===== src/rtl/core/lz4d_pkg.sv =====
// Shared types and constants of the LZ4 block decompressor.
// Used by the front parser, command queue and back executor; no dependencies.
package lz4d_pkg;

  localparam int WINDOW_BYTES   = 65536;
  localparam int WIN_AW         = $clog2(WINDOW_BYTES);
  localparam int OUT_WORD_BYTES = 8;
  localparam int PACK_IW        = $clog2(OUT_WORD_BYTES);
  localparam int CMDQ_DEPTH     = 4;
  localparam int CMDQ_AW        = $clog2(CMDQ_DEPTH);

  // Result status codes
  localparam logic [1:0] ST_OK    = 2'd0;
  localparam logic [1:0] ST_BADOF = 2'd1;
  localparam logic [1:0] ST_CAP   = 2'd2;
  localparam logic [1:0] ST_TRUNC = 2'd3;

  typedef enum logic [1:0] {
    K_NONE,
    K_LIT,
    K_MATCH
  } kind_e;

  // One parsed compressed byte, handed from front to back
  typedef struct packed {
    kind_e       kind;
    logic [7:0]  lit;
    logic [15:0] offset;
    logic [7:0]  len;
    logic        chk;      // offset just completed, check it
    logic        run_end;  // literal run ends with this byte
    logic        last;     // final compressed byte
    logic        end_tok;  // parser expects a token next
  } cmd_t;

endpackage


===== src/rtl/core/lz4d_cmdq.sv =====
// Short command queue between front parser and back executor.
// Depends on lz4d_pkg.
module lz4d_cmdq import lz4d_pkg::*; (
  input  logic clk_i,
  input  logic rst_ni,
  input  logic push_i,
  input  cmd_t cmd_i,
  output logic full_o,
  input  logic pop_i,
  output logic valid_o,
  output cmd_t cmd_o
);

  cmd_t               ent_q [CMDQ_DEPTH];
  logic [CMDQ_AW-1:0] wptr_q, rptr_q;
  logic [CMDQ_AW:0]   cnt_q;
  logic               do_push, do_pop;

  assign full_o  = (cnt_q == (CMDQ_AW+1)'(CMDQ_DEPTH));
  assign valid_o = (cnt_q != '0);
  assign cmd_o   = ent_q[rptr_q];
  assign do_push = push_i & ~full_o;
  assign do_pop  = pop_i & valid_o;

  // Store entries
  always_ff @(posedge clk_i) begin
    if (do_push) begin
      ent_q[wptr_q] <= cmd_i;
    end
  end

  // Advance pointers and fill count
  always_ff @(posedge clk_i or negedge rst_ni) begin
    if (!rst_ni) begin
      wptr_q <= '0;
      rptr_q <= '0;
      cnt_q  <= '0;
    end else begin
      if (do_push) begin
        wptr_q <= wptr_q + 1'b1;
      end
      if (do_pop) begin
        rptr_q <= rptr_q + 1'b1;
      end
      if (do_push && !do_pop) begin
        cnt_q <= cnt_q + 1'b1;
      end else if (do_pop && !do_push) begin
        cnt_q <= cnt_q - 1'b1;
      end
    end
  end

endmodule


===== config.mk =====
export PLATFORM = sky130hd
export DESIGN_NAME = lz4d_cmdq
export DESIGN_NICKNAME = d
export VERILOG_FILES = /design/src/rtl/core/lz4d_pkg.sv /design/src/rtl/core/lz4d_cmdq.sv
export SDC_FILE = /design/constraint.sdc
export NUM_CORES = 1
export LEC_CHECK = 0
export ABC_AREA = 1
export BUFFER_PORTS_ARGS = -buffer_cell sky130_fd_sc_hd__buf_2
export CAP_MARGIN = 25
export CORE_MARGIN = 5
export CORE_UTILIZATION = 55
export CTS_CLUSTER_SIZE = 25
export DETAILED_ROUTE_END_ITERATION = 7
export GPL_ROUTABILITY_DRIVEN = 0
export HOLD_SLACK_MARGIN = 0.05
export PLACE_DENSITY = 0.78
export RECOVER_POWER = 25
export SETUP_SLACK_MARGIN = 0.02
export SYNTH_ARGS = -nofsm -noshare
export SYNTH_HDL_FRONTEND = slang
export SYNTH_SLANG_ARGS = --single-unit

===== constraint.sdc =====
create_clock -name clk_i -period 5.3 [get_ports clk_i]
set_clock_uncertainty 0.15 [all_clocks]
set_input_delay 0.265 -clock clk_i [delete_from_list [all_inputs] [get_ports clk_i]]
set_output_delay 0.265 -clock clk_i [all_outputs]
set_load 0.02 [all_outputs]

# Yosys cells after proc, flatten, opt, wreduce, memory -nomap -nowiden
# Memories as Yosys holds them, arrays and structs flattened.
# Cells that the tools add are included.
[word_totals] output_inout_bits=40 register_bits=7 mem_bits_ro=0 mem_bits_rw=152 n_memories=1 latchBits=0 input_bits=42
[classes] multipliers=0 n_eq_ne=1 n_reduce_logical=6 bitwise_logic=3 addsub=4 shift=0 order_cmp=0 n_div=0 n_mux=4
[mem_list] memory="ent_q" words=4 word_bits=38 read_ports=1 rd_clocked_by_memory_dff=0 wr=1 line="lz4d_cmdq.sv:14" rtl="cmd_t ent_q [CMDQ_DEPTH];"
[ops] cell="$mux W3" n=2
[ops] cell="$add A2 B1 Y2 const B" n=2
[ops] cell="$add A3 B1 Y3 const B" n=1
[ops] cell="$eq A3 B3 Y1 const B" n=1
[ops] cell="$reduce_bool A3 Y1" n=1
[ops] cell="$sub A3 B1 Y3 const B" n=1
[ops] cell="$and A1 B1 Y1" n=2
[ops] cell="$logic_and A1 B1 Y1" n=2
[ops] cell="$logic_not A1 Y1" n=2
[ops] cell="$mux W1" n=2
[ops] cell="$reduce_bool A2 Y1" n=1
[ops] cell="$not A1 Y1" n=1

# Logic depth before layout (Yosys ltp)
[logic_depth] ltp_word=7 depth_mapped=12 depth_no_buf=12

# Worst setup path after synthesis
# OpenSTA, ideal clock, no wires.
[synth_path] path_kind="register -> register" from="register cnt_q[0]" to="memory ent_q[0][0] (netlist name), enable pin" path_slack_ps=2356 path_stages_with_launch=5 arrival_ps=2360 setup_time_ps=433 t_required_ps=4717 cell_sequence="dfrtp_1 > inv_2 > nand3_1 > nand2_1 > nor2_1"
[synth_via] elab_chain_cells=5
[synth_lines] item="start, declared" line="lz4d_cmdq.sv:16" rtl="logic [CMDQ_AW:0] cnt_q;"
[synth_lines] item="start signal, assigned" line="lz4d_cmdq.sv:46" rtl="cnt_q <= cnt_q + 1'b1;"
[synth_lines] item="start signal, assigned" line="lz4d_cmdq.sv:48" rtl="cnt_q <= cnt_q - 1'b1;"
[synth_lines] item="$eq A3 B3 Y1" line="lz4d_cmdq.sv:19" rtl="assign full_o = (cnt_q == (CMDQ_AW+1)'(CMDQ_DEPTH));"
[synth_lines] item="$not A1 Y1" line="lz4d_cmdq.sv:22" rtl="assign do_push = push_i & ~full_o;"
[synth_lines] item="$and A1 B1 Y1" line="lz4d_cmdq.sv:22"
[synth_lines] item="$mux W1" line="lz4d_cmdq.sv:27" rtl="if (do_push) begin"
[synth_lines] item="$mux W1 (not written as such)" line="lz4d_cmdq.sv:28" rtl="ent_q[wptr_q] <= cmd_i;"
[synth_lines] item="end, declared" line="lz4d_cmdq.sv:14"
# No other way between the ends.

==> results by group <==
Power and ir drop
  – PwrDens: 568 nW/µm²
  – Static Leak: 3.42 nW
  – Total power: 4.73 mW
  – VDD IR max: 0.350 mV

Clock tree
  – # clock sinks: 159
  – Resize count post-CTS: 0
  – CTS Buf Count: 17
  – Worst-Skew Late Latency: 0.41 ns
  – Root buf cell: clkbuf_16
  – Reg clk slew, reported paths: 0.06 ns
  – Clock tree buffer depth: 2
  – CTS tree: yes
  – CTS H-tree depth: 4
  – Hold Buf Count CTS: 42
  – Post-CTS Setup Repair Bufs: 0

Timing
  – Period utilization: 58.2%
  – Final min period: 3.08 ns
  – Max-slew violations: 0
  – Slew HR: 43.8%
  – Worst Max-Slew Pin Slew: 0.843 ns
  – Fmax: 324 MHz
  – # setup viols final: 0
  – Hold_ws: 0.386 ns
  – Sum of negative setup slack: 0 ns
  – RSZ-0062 raised after global routing: no
  – Hold Vio Cnt, Final: 0

Place
  – Area post-placement: 7310 µm²
  – DP Wirelength: 7390 µm
  – Port Buffers: 81

Job
  – Max_cap viols: 0

Route
  – Vias per cell: 4.98
  – Drt drc: 0
  – Wire per inst: 15.3 µm
  – DRT Pass-1 Iters: 4
  – Routed wire length: 12400 µm
  – Post-route ant nets: 0
  – Via count: 4028
  – Starting DRC count in detailed routing: 263

Final layout
  – Post-route cell area: 8320 µm²
  – Post-layout nets: 676
  – Layout area overhead: 22.8%
  – FF/Latch Area: 4740 µm²
  – N_diodes: 0
  – Fillers: 845
  – Area occupied by multi-input gates: 1540 µm²
  – Final core utilization: 69.0%
  – Layout cells sized above 1: 26.7%

Die
  – Die X: 121 µm
  – Die area: 14600 µm²
  – Core Rows: 40
  – Starting Density: 56.2%
  – Core box area: 12100 µm²
  – DIE HEIGHT: 121 µm
  – # IOs: 82

Outcome
  – Outcome: complete, no violations

Synthesis
  – Yosys reg bits: 159
  – Cell area after synthesis: 6780 µm²
  – Synth Area per Inst: 13.5 µm²
  – Async SR Flop Fraction: 4.40%
  – Top FF cell, synth: edfxtp_1
  – Sequential fraction of the synthesis area: 69.9%
  – Post-synth EDFFs: 152
  – Library cells used by synthesis: 17
  – Syn Inst Count: 504
  – Post-Syn Nets: 552
  – Yosys Warn Count: 0

Global routing
  – First-pass GRT wire length: 19900 µm
  – Vias in the first global route: 4093
  – Overflow after GRT: 0
  – Pin count of the biggest net entering global routing: 100
  – GRT Total Usage: 17.9%
  – Initial antenna violation count: 0

Worst setup path
  – CP Launch Type: register
  – CP arrival: 2.67 ns
  – Worst Setup Path Type: reg -> out
  – CP Max Fanout: 99
  – CP Capture Type: output port
  – Worst Path Required: 4.89 ns

Hold path
  – Worst Hold Class: reg -> reg
## area by class of cell
type | instances | share of cell area, %
clock inverters | 12 | 2.00
inverters | 92 | 4.21
multi-input cells | 228 | 18.6
well taps | 168 | 2.53
repair buffers | 130 | 10.5
flip-flops and latches | 159 | 57.0
clock buffers | 20 | 5.25
## synthesized netlist by cell type (4+ instances only)
cell,count,area [µm²]
buf_2,15,75.1
buf_6,9,101
dfrtp_1,7,175
edfxtp_1,152,4560
ha_1,5,62.6
inv_1,78,293
inv_2,14,52.6
nand2_1,132,495
nand3_1,7,35.0
nor2_1,4,15.0
o211ai_1,17,128
o211ai_2,59,738
## final timing paths
check	end	start	slack, ns	cells past startpoint
max	cmd_o[36]	rptr_q[0]$_DFFE_PN0P_	2.22	6
min	cnt_q[2]$_DFFE_PN0P_	cnt_q[2]$_DFFE_PN0P_	0.39	2
max reg2reg	cnt_q[2]$_DFFE_PN0P_	cnt_q[0]$_DFFE_PN0P_	3.04	11
min reg2reg	cnt_q[2]$_DFFE_PN0P_	cnt_q[2]$_DFFE_PN0P_	0.39	2
max in group asynchronous	rptr_q[1]$_DFFE_PN0P_	rst_ni	4.08	3
min in group asynchronous	wptr_q[1]$_DFFE_PN0P_	rst_ni	0.66	3
## cells in the final DEF (no fill, tap or decap)
cell / n
edfxtp_1: 152
o211ai_1: 17
ha_1: 5
nand4_1: 1
bufinv_16: 4
clkinv_1: 1
clkbuf_16: 17
clkbuf_1: 26
fa_1: 1
clkinv_4: 1
o21ai_1: 1
nand2_1: 132
xnor2_1: 1
buf_12: 2
o211ai_2: 59
dlygate4sd3_1: 42
buf_2: 58
nand3_1: 7
dfrtp_1: 6
inv_2: 13
dfrtp_2: 1
nor2_4: 4
clkinv_2: 5
inv_1: 78
inv_6: 2
buf_4: 5
## logic make-up after synthesis
kind of cell    share of synthesized area, %
xor+xnor                               0.129
simple gates                            8.14
compound gates                          12.8
fa+ha+maj                               1.22
buf+inv                                 7.77
flops                                   69.9
## report_power, final
group	internal [mW]	total [mW]	switching (mW)
sequential	1.66	1.77	0.107
clock	0.784	1.23	0.447
combinational	0.553	1.73	1.18
## flip-flops by register name (all words and copies together), names as in the netlist
name and cells:
ent_q 152, wptr_q 2, rptr_q 2, cnt_q 3
## critical path: stages, from the launching register on
cell	delay, ns
dfrtp_1	0.44
inv_6	0.63
buf_4	0.63
nand2_1	0.15
o211ai_2	0.09
nand2_1	0.08
buf_2	0.16
## per-layer routing
metal | vias to the layer above | wire length [µm] | global-route usage [%]
met1 | 1928 | 5300 | 22.0
met3 | 19 | 569 | 5.08
met5 | - | 0 | 0
met4 | 0 | 204 | 6.66
li1 | 1983 | - | -
met2 | 98 | 6340 | 30.0
## through the flow
stage | setup slack, ns | cells
finish | 2.22 | 809
global route | 2.02 | 809
CTS | 2.22 | 808
detailed placement | 2.67 | 734
global placement | 2.47 | 733
floorplan | 2.36 | 504
No activity file was read; power rests on OpenSTA's default activity.
