$ cat config.mk
export PLATFORM = sky130hd
export DESIGN_NAME = lz4d_front
export DESIGN_NICKNAME = d
export VERILOG_FILES = /design/src/rtl/core/lz4d_pkg.sv /design/src/rtl/core/lz4d_front.sv
export SDC_FILE = /design/constraint.sdc
export NUM_CORES = 1
export LEC_CHECK = 0
export ABC_CLOCK_PERIOD_IN_PS = 5200
export BUFFER_PORTS_ARGS = -buffer_cell sky130_fd_sc_hd__buf_4
export CORE_MARGIN = 2
export CORE_UTILIZATION = 55
export DETAILED_ROUTE_END_ITERATION = 8
export PLACE_DENSITY = 0.76
export SLEW_MARGIN = 20
export SYNTH_ARGS = -nofsm -noshare
export SYNTH_HDL_FRONTEND = slang
export SYNTH_SLANG_ARGS = --single-unit
$ cat constraint.sdc
create_clock -name clk_i -period 5.2 [get_ports clk_i]
set_input_delay 0.52 -clock clk_i [delete_from_list [all_inputs] [get_ports clk_i]]
set_output_delay 0.52 -clock clk_i [all_outputs]
set_load 0.02 [all_outputs]
$ cat src/rtl/core/lz4d_pkg.sv
// Shared types and constants of the LZ4 block decompressor.
// Used by the front parser, command queue and back executor; no dependencies.
package lz4d_pkg;

  localparam int WINDOW_BYTES   = 65536;
  localparam int WIN_AW         = $clog2(WINDOW_BYTES);
  localparam int OUT_WORD_BYTES = 8;
  localparam int PACK_IW        = $clog2(OUT_WORD_BYTES);
  localparam int CMDQ_DEPTH     = 4;
  localparam int CMDQ_AW        = $clog2(CMDQ_DEPTH);

  // Result status codes
  localparam logic [1:0] ST_OK    = 2'd0;
  localparam logic [1:0] ST_BADOF = 2'd1;
  localparam logic [1:0] ST_CAP   = 2'd2;
  localparam logic [1:0] ST_TRUNC = 2'd3;

  typedef enum logic [1:0] {
    K_NONE,
    K_LIT,
    K_MATCH
  } kind_e;

  // One parsed compressed byte, handed from front to back
  typedef struct packed {
    kind_e       kind;
    logic [7:0]  lit;
    logic [15:0] offset;
    logic [7:0]  len;
    logic        chk;      // offset just completed, check it
    logic        run_end;  // literal run ends with this byte
    logic        last;     // final compressed byte
    logic        end_tok;  // parser expects a token next
  } cmd_t;

endpackage

$ cat src/rtl/core/lz4d_front.sv
// Front parser: accepts compressed bytes and classifies them into commands.
// Depends on lz4d_pkg.
module lz4d_front import lz4d_pkg::*; (
  input  logic       clk_i,
  input  logic       rst_ni,
  input  logic       in_valid_i,
  output logic       in_stall_o,
  input  logic [7:0] in_byte_i,
  input  logic       in_last_i,
  input  logic       q_full_i,
  output logic       push_o,
  output cmd_t       cmd_o
);

  localparam logic [2:0] PH_TOKEN  = 3'd0;
  localparam logic [2:0] PH_LITEXT = 3'd1;
  localparam logic [2:0] PH_LIT    = 3'd2;
  localparam logic [2:0] PH_OFF0   = 3'd3;
  localparam logic [2:0] PH_OFF1   = 3'd4;
  localparam logic [2:0] PH_MEXT   = 3'd5;

  logic [2:0]  phase_q, phase_d;
  logic [31:0] lrem_q, lrem_d;
  logic [3:0]  mbase_q, mbase_d;
  logic [15:0] moff_q, moff_d;
  logic        accept;
  logic [32:0] lsum;
  cmd_t        cmd;

  assign in_stall_o = q_full_i;
  assign accept     = in_valid_i & ~q_full_i;
  assign lsum       = {1'b0, lrem_q} + {25'd0, in_byte_i};

  // Decode one byte according to the current phase
  always_comb begin
    phase_d      = phase_q;
    lrem_d       = lrem_q;
    mbase_d      = mbase_q;
    moff_d       = moff_q;
    cmd.kind     = K_NONE;
    cmd.lit      = in_byte_i;
    cmd.offset   = moff_q;
    cmd.len      = in_byte_i;
    cmd.chk      = 1'b0;
    cmd.run_end  = 1'b0;
    cmd.last     = in_last_i;
    cmd.end_tok  = 1'b0;
    case (phase_q)
      PH_TOKEN: begin
        lrem_d  = {28'd0, in_byte_i[7:4]};
        mbase_d = in_byte_i[3:0];
        if (in_byte_i[7:4] == 4'hf) begin
          phase_d = PH_LITEXT;
        end else if (in_byte_i[7:4] != 4'h0) begin
          phase_d = PH_LIT;
        end else begin
          cmd.run_end = 1'b1;
          phase_d     = PH_OFF0;
        end
      end
      PH_LITEXT: begin
        lrem_d = lsum[32] ? 32'hffff_ffff : lsum[31:0];
        if (in_byte_i != 8'hff) begin
          phase_d = PH_LIT;
        end
      end
      PH_LIT: begin
        cmd.kind = K_LIT;
        lrem_d   = lrem_q - 32'd1;
        if (lrem_q == 32'd1) begin
          cmd.run_end = 1'b1;
          phase_d     = PH_OFF0;
        end
      end
      PH_OFF0: begin
        moff_d  = {8'd0, in_byte_i};
        phase_d = PH_OFF1;
      end
      PH_OFF1: begin
        moff_d     = {in_byte_i, moff_q[7:0]};
        cmd.kind   = K_MATCH;
        cmd.offset = {in_byte_i, moff_q[7:0]};
        cmd.chk    = 1'b1;
        if (mbase_q == 4'hf) begin
          cmd.len = 8'd19;
          phase_d = PH_MEXT;
        end else begin
          cmd.len = {4'd0, mbase_q} + 8'd4;
          phase_d = PH_TOKEN;
        end
      end
      PH_MEXT: begin
        cmd.kind = K_MATCH;
        if (in_byte_i != 8'hff) begin
          phase_d = PH_TOKEN;
        end
      end
      default: begin
        phase_d = PH_TOKEN;
      end
    endcase
    cmd.end_tok = (phase_d == PH_TOKEN);
  end

  assign cmd_o  = cmd;
  assign push_o = accept & ((cmd.kind != K_NONE) | cmd.run_end | in_last_i);

  // Advance parser state on each accepted beat
  always_ff @(posedge clk_i or negedge rst_ni) begin
    if (!rst_ni) begin
      phase_q <= PH_TOKEN;
      lrem_q  <= '0;
      mbase_q <= '0;
      moff_q  <= '0;
    end else if (accept) begin
      phase_q <= phase_d;
      lrem_q  <= lrem_d;
      mbase_q <= mbase_d;
      moff_q  <= moff_d;
    end
  end

endmodule

# Word level (Yosys, flattened, before mapping)
# Index checks and enable logic that the tools add are counted.
# word_totals
out_inout_bits	40
elab_cells	51
register_bits	55
in_bits	13
memories	0
ramBits	0
romBits	0
latch_bits	0
# classes
bitwise	6
addsub	3
n_reduce_logical	11
n_shift	0
muxes	17
n_lt_le_gt_ge	0
n_eq_ne	9
mul	0
div	0
# op_table
operator	count
32-bit case mux with 3 select lines	1
32-bit by 8-bit adder with 33-bit output	1
32-bit by 1-bit equality test with 1-bit output (second input constant)	1
32-bit two-way mux	1
16-bit case mux with 2 select lines	1
32-bit by 1-bit subtractor with 32-bit output (second input constant)	1
25-bit two-way mux	1
3-bit case mux with 6 select lines	1
3-bit two-way mux	4
4-bit equality test (second input constant)	2
8-bit != test (second input constant)	1
3-bit by 2-bit equality test with 1-bit output (second input constant)	2
3-bit equality test (second input constant)	2
3-bit zero test	2
2-bit AND reduction	3
4-bit by 3-bit adder with 5-bit output (second input constant)	1
5-bit two-way mux	1
1-bit two-way mux	4
2-bit case mux with 2 select lines	1
2-bit nonzero test	2
4-bit nonzero test	1
3-bit by 1-bit equality test with 1-bit output (second input constant)	1
3-bit AND reduction	1
3-bit nonzero test	1
other kinds (6)	9

# Longest topological paths before layout
# Gate-level depths: netlist of run 1.
# depth
depth_word	7
ltp_mapped	9
mapped_depth_nobuf	8

# Worst setup path after synthesis of run 1
# No wires, ideal clock.
# synth_timing
path_kind	register to output
start	reg phase_q[2]
end	out push_o
arrival_ns	2.127
n_path_buf	3
required_time_ns	4.680
path_stages_with_launch	8
path_slack_ns	2.553
path_cell_list	dfrtp_1 > or3b_1 > clkbuf_1 > inv_1 > clkbuf_1 > buf_1 > nor3_1 > a21oi_1
# synth_lines
element	line_no	rtl
from (decl)	lz4d_front.sv:22	logic [2:0] phase_q, phase_d;
from (signal assigned)	lz4d_front.sv:116	phase_q <= phase_d;
to (decl)	lz4d_front.sv:11	output logic push_o,

==> results by group, run 1 <==
Clocking
  – CTS tree: yes
  – Root Driver: clkbuf_8
  – Clk Latency, worst-skew pair: 0.31 ns
  – Cts hold-fix bufs: 0
  – Post-CTS Resized: 0
  – CTS max path bufs: 2
  – Clock-pin transition on the worst setup and hold timing paths: 0.11 ns
  – Num CTS Buffers: 5
  – H-tree Lvls: 2
  – Post-CTS Setup Bufs: 0
  – Clock sinks: 55

Detailed routing
  – Initial DRC Count: 480
  – Wire per inst: 18.76 µm
  – Final wirelength: 12660 µm
  – DR vias: about 4500
  – TritonRoute pass-1 iters: 5
  – Drt drc: 0
  – Antenna violation net count after detailed routing: 0
  – Vias per cell: 6.673

STA
  – Setup Skew: 0.009541 ns
  – Final worst path period share: 0.7036
  – Final setup margin: 1.541 ns
  – Worst-margin pin slew: 0.9154 ns
  – FMAX: 273.3 MHz
  – Max Slew Vio Count: 0
  – Final Hold Fails: 0
  – Period minus WS final: roughly 3.7 ns
  – # setup viols final: 0
  – Worst slew margin: 0.3898
  – RSZ-0062 raised after global routing: false
  – Setup_tns: 0 ns

Floorplanning
  – Total core area: between 7000 and 8000 µm²
  – Die height: 94.35 µm
  – Starting Density: 0.5750
  – FP Rows: 32
  – Die W: ~94 µm
  – Top Ports: 53
  – Die area: 8901 µm²

Logic synthesis
  – Commonest cells post-synth: 83 x nand2_1, 55 x dfrtp_1, 45 x o21ai_0
  – Synth warn: 0
  – Register area share after synthesis: 0.3066
  – Syn avg cell area: around 8 µm²
  – Post-synth top area share: 0.3066
  – Syn Inst Count: 572
  – Most common cell in the netlist: nand2_1
  – Ys async rst share: 1.000
  – Largest area contributor in the netlist: dfrtp_1
  – Cells taking the most area after synthesis: dfrtp_1 31%, nand2_1 6.9%, o21ai_0 5.0%
  – Synth Flop Type: dfrtp_1
  – Synth Register Bits: 55
  – Mapped cell area: 4489 µm²
  – Post-synth cell types: 74
  – Syn nets: 598
  – Post-synth EDFFs: 0

Global route
  – Grt total ovfl: 0
  – Antenna violations before repair: 0
  – Number of global-route vias before repair: approximately 4000
  – All-layer global routing usage: 0.2926
  – Largest net degree at the start of global routing: between 50 and 60
  – First-pass GRT wire length: 20780 µm

Setup path
  – WP data arrival: 3.14 ns
  – Critical path class: flip-flop to output pin
  – Slowest cell on the critical path: or3b_1
  – Max stage delay on crit path: 0.84 ns
  – Critical Path Fanout Max: 26
  – CP startpoint kind: flip-flop
  – Critical-path cell list: or3b_1, inv_1, nand2_1, o31ai_2, buf_4
  – Worst path buffer plus inverter count: 2
  – Critical Path End Type: output pin
  – Worst path required time: 4.68 ns
  – Delay-heaviest family, CP: simple AND/OR/NAND/NOR gates

Power and ir drop
  – Pwr Total: 2.141 mW
  – Leak: approximately 2.0 nW
  – Max VDD drop: 0.2183 mV
  – Pwr/cell area: about 450 nW/µm²

Place
  – Dpl cell area: between 4000 and 5000 µm²
  – IO buf count: 52
  – Pre-CTS setup slack: 1.966 ns
  – HPWL after DPL: 8806 µm
  – GPL Wtd Cong: 0.9400

Worst hold path
  – Worst Hold Class: primary input to asynchronous set/reset pin

Final layout
  – Post-layout util: 0.6157
  – Design area: 4807 µm²
  – Share of layout cells above drive strength 1: 0.1449
  – Area grow syn2layout: 7.079%
  – Ant diodes: 0
  – Nets@finish: 599

Flow run
  – Max Cap Violations: 0

Status
  – Status: complete, no violations
-- layout make-up --
cell class	instances	area, µm²
flip-flops and latches	55	1376
fillers	676	3000
repair buffers	54	405.4
well taps	102	127.6
clock inverters	2	37.54
multi-input cells	445	2746
clock buffers	5	68.82
inverters	12	45.04
-- sequential cells by signal, summed over array words and instances, names as in the netlist --
name     cells
mbase_q      4
lrem_q      32
moff_q      16
phase_q      3
-- path summary, 6_finish.rpt --
| check | slack, ns | to | cells past startpoint | from |
|---|---|---|---|---|
| setup / recovery | 1.54 | cmd_o[2] | 5 | phase_q[0] |
| setup reg to reg | 1.89 | lrem_q[25] | 6 | phase_q[0] |
| max in group asynchronous | 4.48 | lrem_q[10] | 1 | rst_ni |
| min in group clk_i | 0.50 | moff_q[4] | 2 | moff_q[4] |
| hold reg to reg | 0.50 | moff_q[4] | 2 | moff_q[4] |
| hold / removal | 0.25 | moff_q[14] | 1 | rst_ni |
-- layer usage --
| metal | global-route usage | part of all wire | up-vias |
|---|---|---|---|
| met5 | 0 | 0 | - |
| met4 | 0.09300 | 0.022 | 0 |
| met3 | 0.04230 | 0.081 | 33 |
| met2 | 0.4708 | 0.46 | 228 |
| met1 | 0.4087 | 0.44 | 2149 |
| li1 | - | - | 2094 |
-- through the flow --
stage                     cells  hold WS, ns
after floorplan             572       0.2244
after global placement      668       0.4653
after detailed placement    668       0.4796
after CTS                   675       0.2869
after global routing        675       0.3151
final                       675       0.2535
-- power breakdown --
group	switching, mW	leakage, nW	total [mW]	internal (mW)
registers	0.207	0.713	0.776	0.569
logic	0.635	1.25	1.08	0.440
clock network	0.149	0.0502	0.290	0.141
-- logic make-up (layout without fill, tap and decap cells) --
kind of cell / count (synthesis) / count (layout) / synth area share
and+or+nand+nor: 241 / 241 / 0.2740
muxes: 17 / 17 / 0.04014
xor gates and xnor gates: 11 / 11 / 0.02146
buffers and inverters: 72 / 73 / 0.08166
adders and majority gates: 13 / 13 / 0.03790
AOI/OAI and AO/OA: 163 / 163 / 0.2383
DFF: 55 / 55 / 0.3066
-- cells in the final DEF, fill, tap and decap left out, drive strengths merged, types with 3 or more instances in the layout --
cell type  instances
a211oi             6
a21o               4
a21oi             33
a22o               8
a311oi             4
a31oi             10
a32oi              3
and2               3
and3               8
buf               54
clkbuf             5
dfrtp             55
ha                12
inv               12
mux2               8
mux2i              9
nand2             83
nand2b             5
nand3             23
nand4              9
nor2              42
nor2b              4
nor3              24
nor4              17
o211ai            10
o21a               4
o21ai             52
o31ai              3
or3                3
or3b               3
or4                4
xnor2              6
xor2               5
No activity file was read; power rests on OpenSTA's default activity.
==> run 2, diff against run 1 <==
Settings changed: ABC_AREA from default to 1, ABC_CLOCK_PERIOD_IN_PS 5200 to 3400, PLACE_DENSITY 0.76 to 0.75.
Clock period 5.2 ns to 3.4 ns, I/O delays scaled along.
==> results by group, run 2 <==
Status
  – Status: complete, no violations

STA
  – # setup viols final: 0
  – Worst slew margin: 0.5084
  – Max Slew Vio Count: 0
  – Final Hold Fails: 0
  – Hold WS: slightly below 0.06 ns
  – Period minus WS final: 2.811 ns
  – Final worst path period share: 0.8266
  – RSZ-0062 raised after global routing: false
  – Setup Skew: 0.01393 ns
  – Worst-margin pin slew: 0.7374 ns
  – FMAX: 355.8 MHz
  – Setup_tns: 0 ns

Logic synthesis
  – Synth Register Bits: 55
  – Ys async rst share: 1.000
  – Syn nets: ~870
  – Post-synth cell types: between 40 and 50
  – Post-synth EDFFs: 0
  – Post-synth top area share: 0.2663
  – Largest area contributor in the netlist: dfrtp_1
  – Register area share after synthesis: 0.2663
  – Cells taking the most area after synthesis: dfrtp_1 27%, nand2_1 17%, nor2_1 8.8%
  – Syn Inst Count: ~840
  – Synth warn: 0
  – Synth Flop Type: dfrtp_1
  – Syn avg cell area: a little over 6 µm²
  – Commonest cells post-synth: 236 x nand2_1, 121 x nor2_1, 88 x inv_1
  – Most common cell in the netlist: nand2_1
  – Mapped cell area: slightly above 5000 µm²

Final layout
  – Nets@finish: between 800 and 900
  – Reg area: 1376 µm²
  – Final Non-Filler Cells: 963
  – Multi-input logic area: 3088 µm²
  – Post-layout util: 0.5980
  – Share of layout cells above drive strength 1: 0.1174
  – Top reg by flops: lrem_q
  – Top Registers: lrem_q: 32 flops, moff_q: 16 flops, mbase_q: 4 flops
  – Area grow syn2layout: 6.416%
  – Commonest non-fill, non-tap cell in the layout: nand2_1
  – Ant diodes: 0
  – Commonest cells after routing, fill and taps aside: 236 x nand2_1, 121 x nor2_1, 88 x inv_1, 76 x nand3_1, 57 x o21ai_0
  – Max reg flops: 32
  – Fillers: 904

Floorplanning
  – FP Rows: 35
  – Die W: 100.9 µm
  – Die area: 10190 µm²
  – Starting Density: 0.5619
  – Total core area: between 9000 and 10000 µm²
  – Die height: 100.9 µm
  – Top Ports: 53

Place
  – Cells after DPL: ~960
  – IO buf count: between 50 and 60
  – GPL Wtd Cong: between 1 and 1.5
  – HPWL after DPL: 11390 µm

Power and ir drop
  – Pwr/cell area: between 500 and 600 nW/µm²
  – Internal Power: 1.471 mW
  – Sw Pwr: approximately 1.3 mW
  – Leak: 2.787 nW
  – Clock power share: 0.146
  – Combinational Power Share: 0.472
  – Register share of total power: 0.382
  – Switching share of power: 0.4737
  – Max VDD drop: roughly 0.24 mV
  – Pwr Total: 2.795 mW

Global route
  – Largest net degree at the start of global routing: 56
  – Antenna violations before repair: 0
  – All-layer global routing usage: 0.3095
  – Grt total ovfl: 0
  – Number of global-route vias before repair: 5277
  – First-pass GRT wire length: 25080 µm

Clocking
  – Clk Latency, worst-skew pair: 0.32 ns
  – Clock sinks: 55
  – Post-CTS Setup Bufs: 0
  – Cts hold-fix bufs: 0
  – CTS max path bufs: 2
  – H-tree Lvls: 2
  – Root Driver: clkbuf_8
  – CTS tree: yes
  – Post-CTS Resized: 0
  – Num CTS Buffers: 5
  – Clock-pin transition on the worst setup and hold timing paths: 0.11 ns

Setup path
  – Critical Path Fanout Max: 26
  – Worst path required time: slightly above 3 ns
  – Flop-to-flop setup slack: about 0.94 ns
  – CP startpoint kind: flip-flop
  – Critical Path End Type: output pin
  – WP data arrival: 2.47 ns
  – Critical path class: flip-flop to output pin

Flow run
  – Max Cap Violations: 0

Detailed routing
  – Vias per cell: 5.707
  – Antenna violation net count after detailed routing: 0
  – DR vias: 5496
  – Wire per inst: 15.60 µm
  – Final wirelength: 15030 µm
  – Initial DRC Count: 363
  – Drt drc: 0
  – TritonRoute pass-1 iters: 5

Worst hold path
  – Worst Hold Class: primary input to asynchronous set/reset pin
run 2: per-stage QoR:
step | setup WS [ns] | area [µm²]
4_1_cts | 0.6026 | 5499
3_5_place_dp | 0.9370 | 5400
6_report | 0.5895 | 5499
3_3_place_gp | 0.9734 | 5400
2_1_floorplan | 1.246 | 5167
5_1_grt | 0.3761 | 5499
run 2: layout make-up:
type	count	share of cell area
repair buffers	55	0.07736
well taps	111	0.02526
clock inverters	2	0.002958
flip-flops and latches	55	0.2503
multi-input cells	635	0.5615
clock buffers	6	0.01502
inverters	99	0.06758
run 2: critical path, stage by stage (launching register included):
cell,delay (ns)
dfrtp_1,0.45
nor2_1,0.09
nand2_1,0.51
inv_2,0.40
nor3_1,0.31
nor3b_1,0.22
buf_4,0.17
run 2: cells by family after synthesis:
group,share of synthesized area
simple gates,0.4196
buf+inv,0.1361
compound gates,0.1281
flops,0.2663
fa+ha+maj,0.03293
xor+xnor,0.01695
run 2: path summary, 6_finish.rpt:
path / startpoint / end / depth (start not counted)
min reg2reg: moff_q[5] / moff_q[5] / 2
min in group clk_i: in_byte_i[2] / mbase_q[2] / 3
max in group asynchronous: rst_ni / lrem_q[16] / 1
max reg2reg: lrem_q[0] / lrem_q[31] / 13
min: rst_ni / moff_q[9] / 1
max: phase_q[0] / cmd_o[0] / 6
run 2: power by group through the flow:
| stage | Combinational, mW | Sequential [mW] | Clock (mW) |
|---|---|---|---|
| 2_1_floorplan | 1.10 | 0.942 | 0 |
| 3_3_place_gp | 1.29 | 1.07 | 0 |
| 3_5_place_dp | 1.31 | 1.07 | 0 |
| 4_1_cts | 1.32 | 1.06 | 0.418 |
| 5_1_grt | 1.50 | 1.10 | 0.437 |
| 6_report | 1.32 | 1.07 | 0.407 |
run 2: metal layers:
metal | up-vias | track usage | share of wire
li1 | 2719 | - | -
met1 | 2508 | 0.3828 | 0.41
met2 | 221 | 0.5415 | 0.49
met3 | 48 | 0.02982 | 0.059
met4 | 0 | 0.1455 | 0.040
met5 | - | 0 | 0
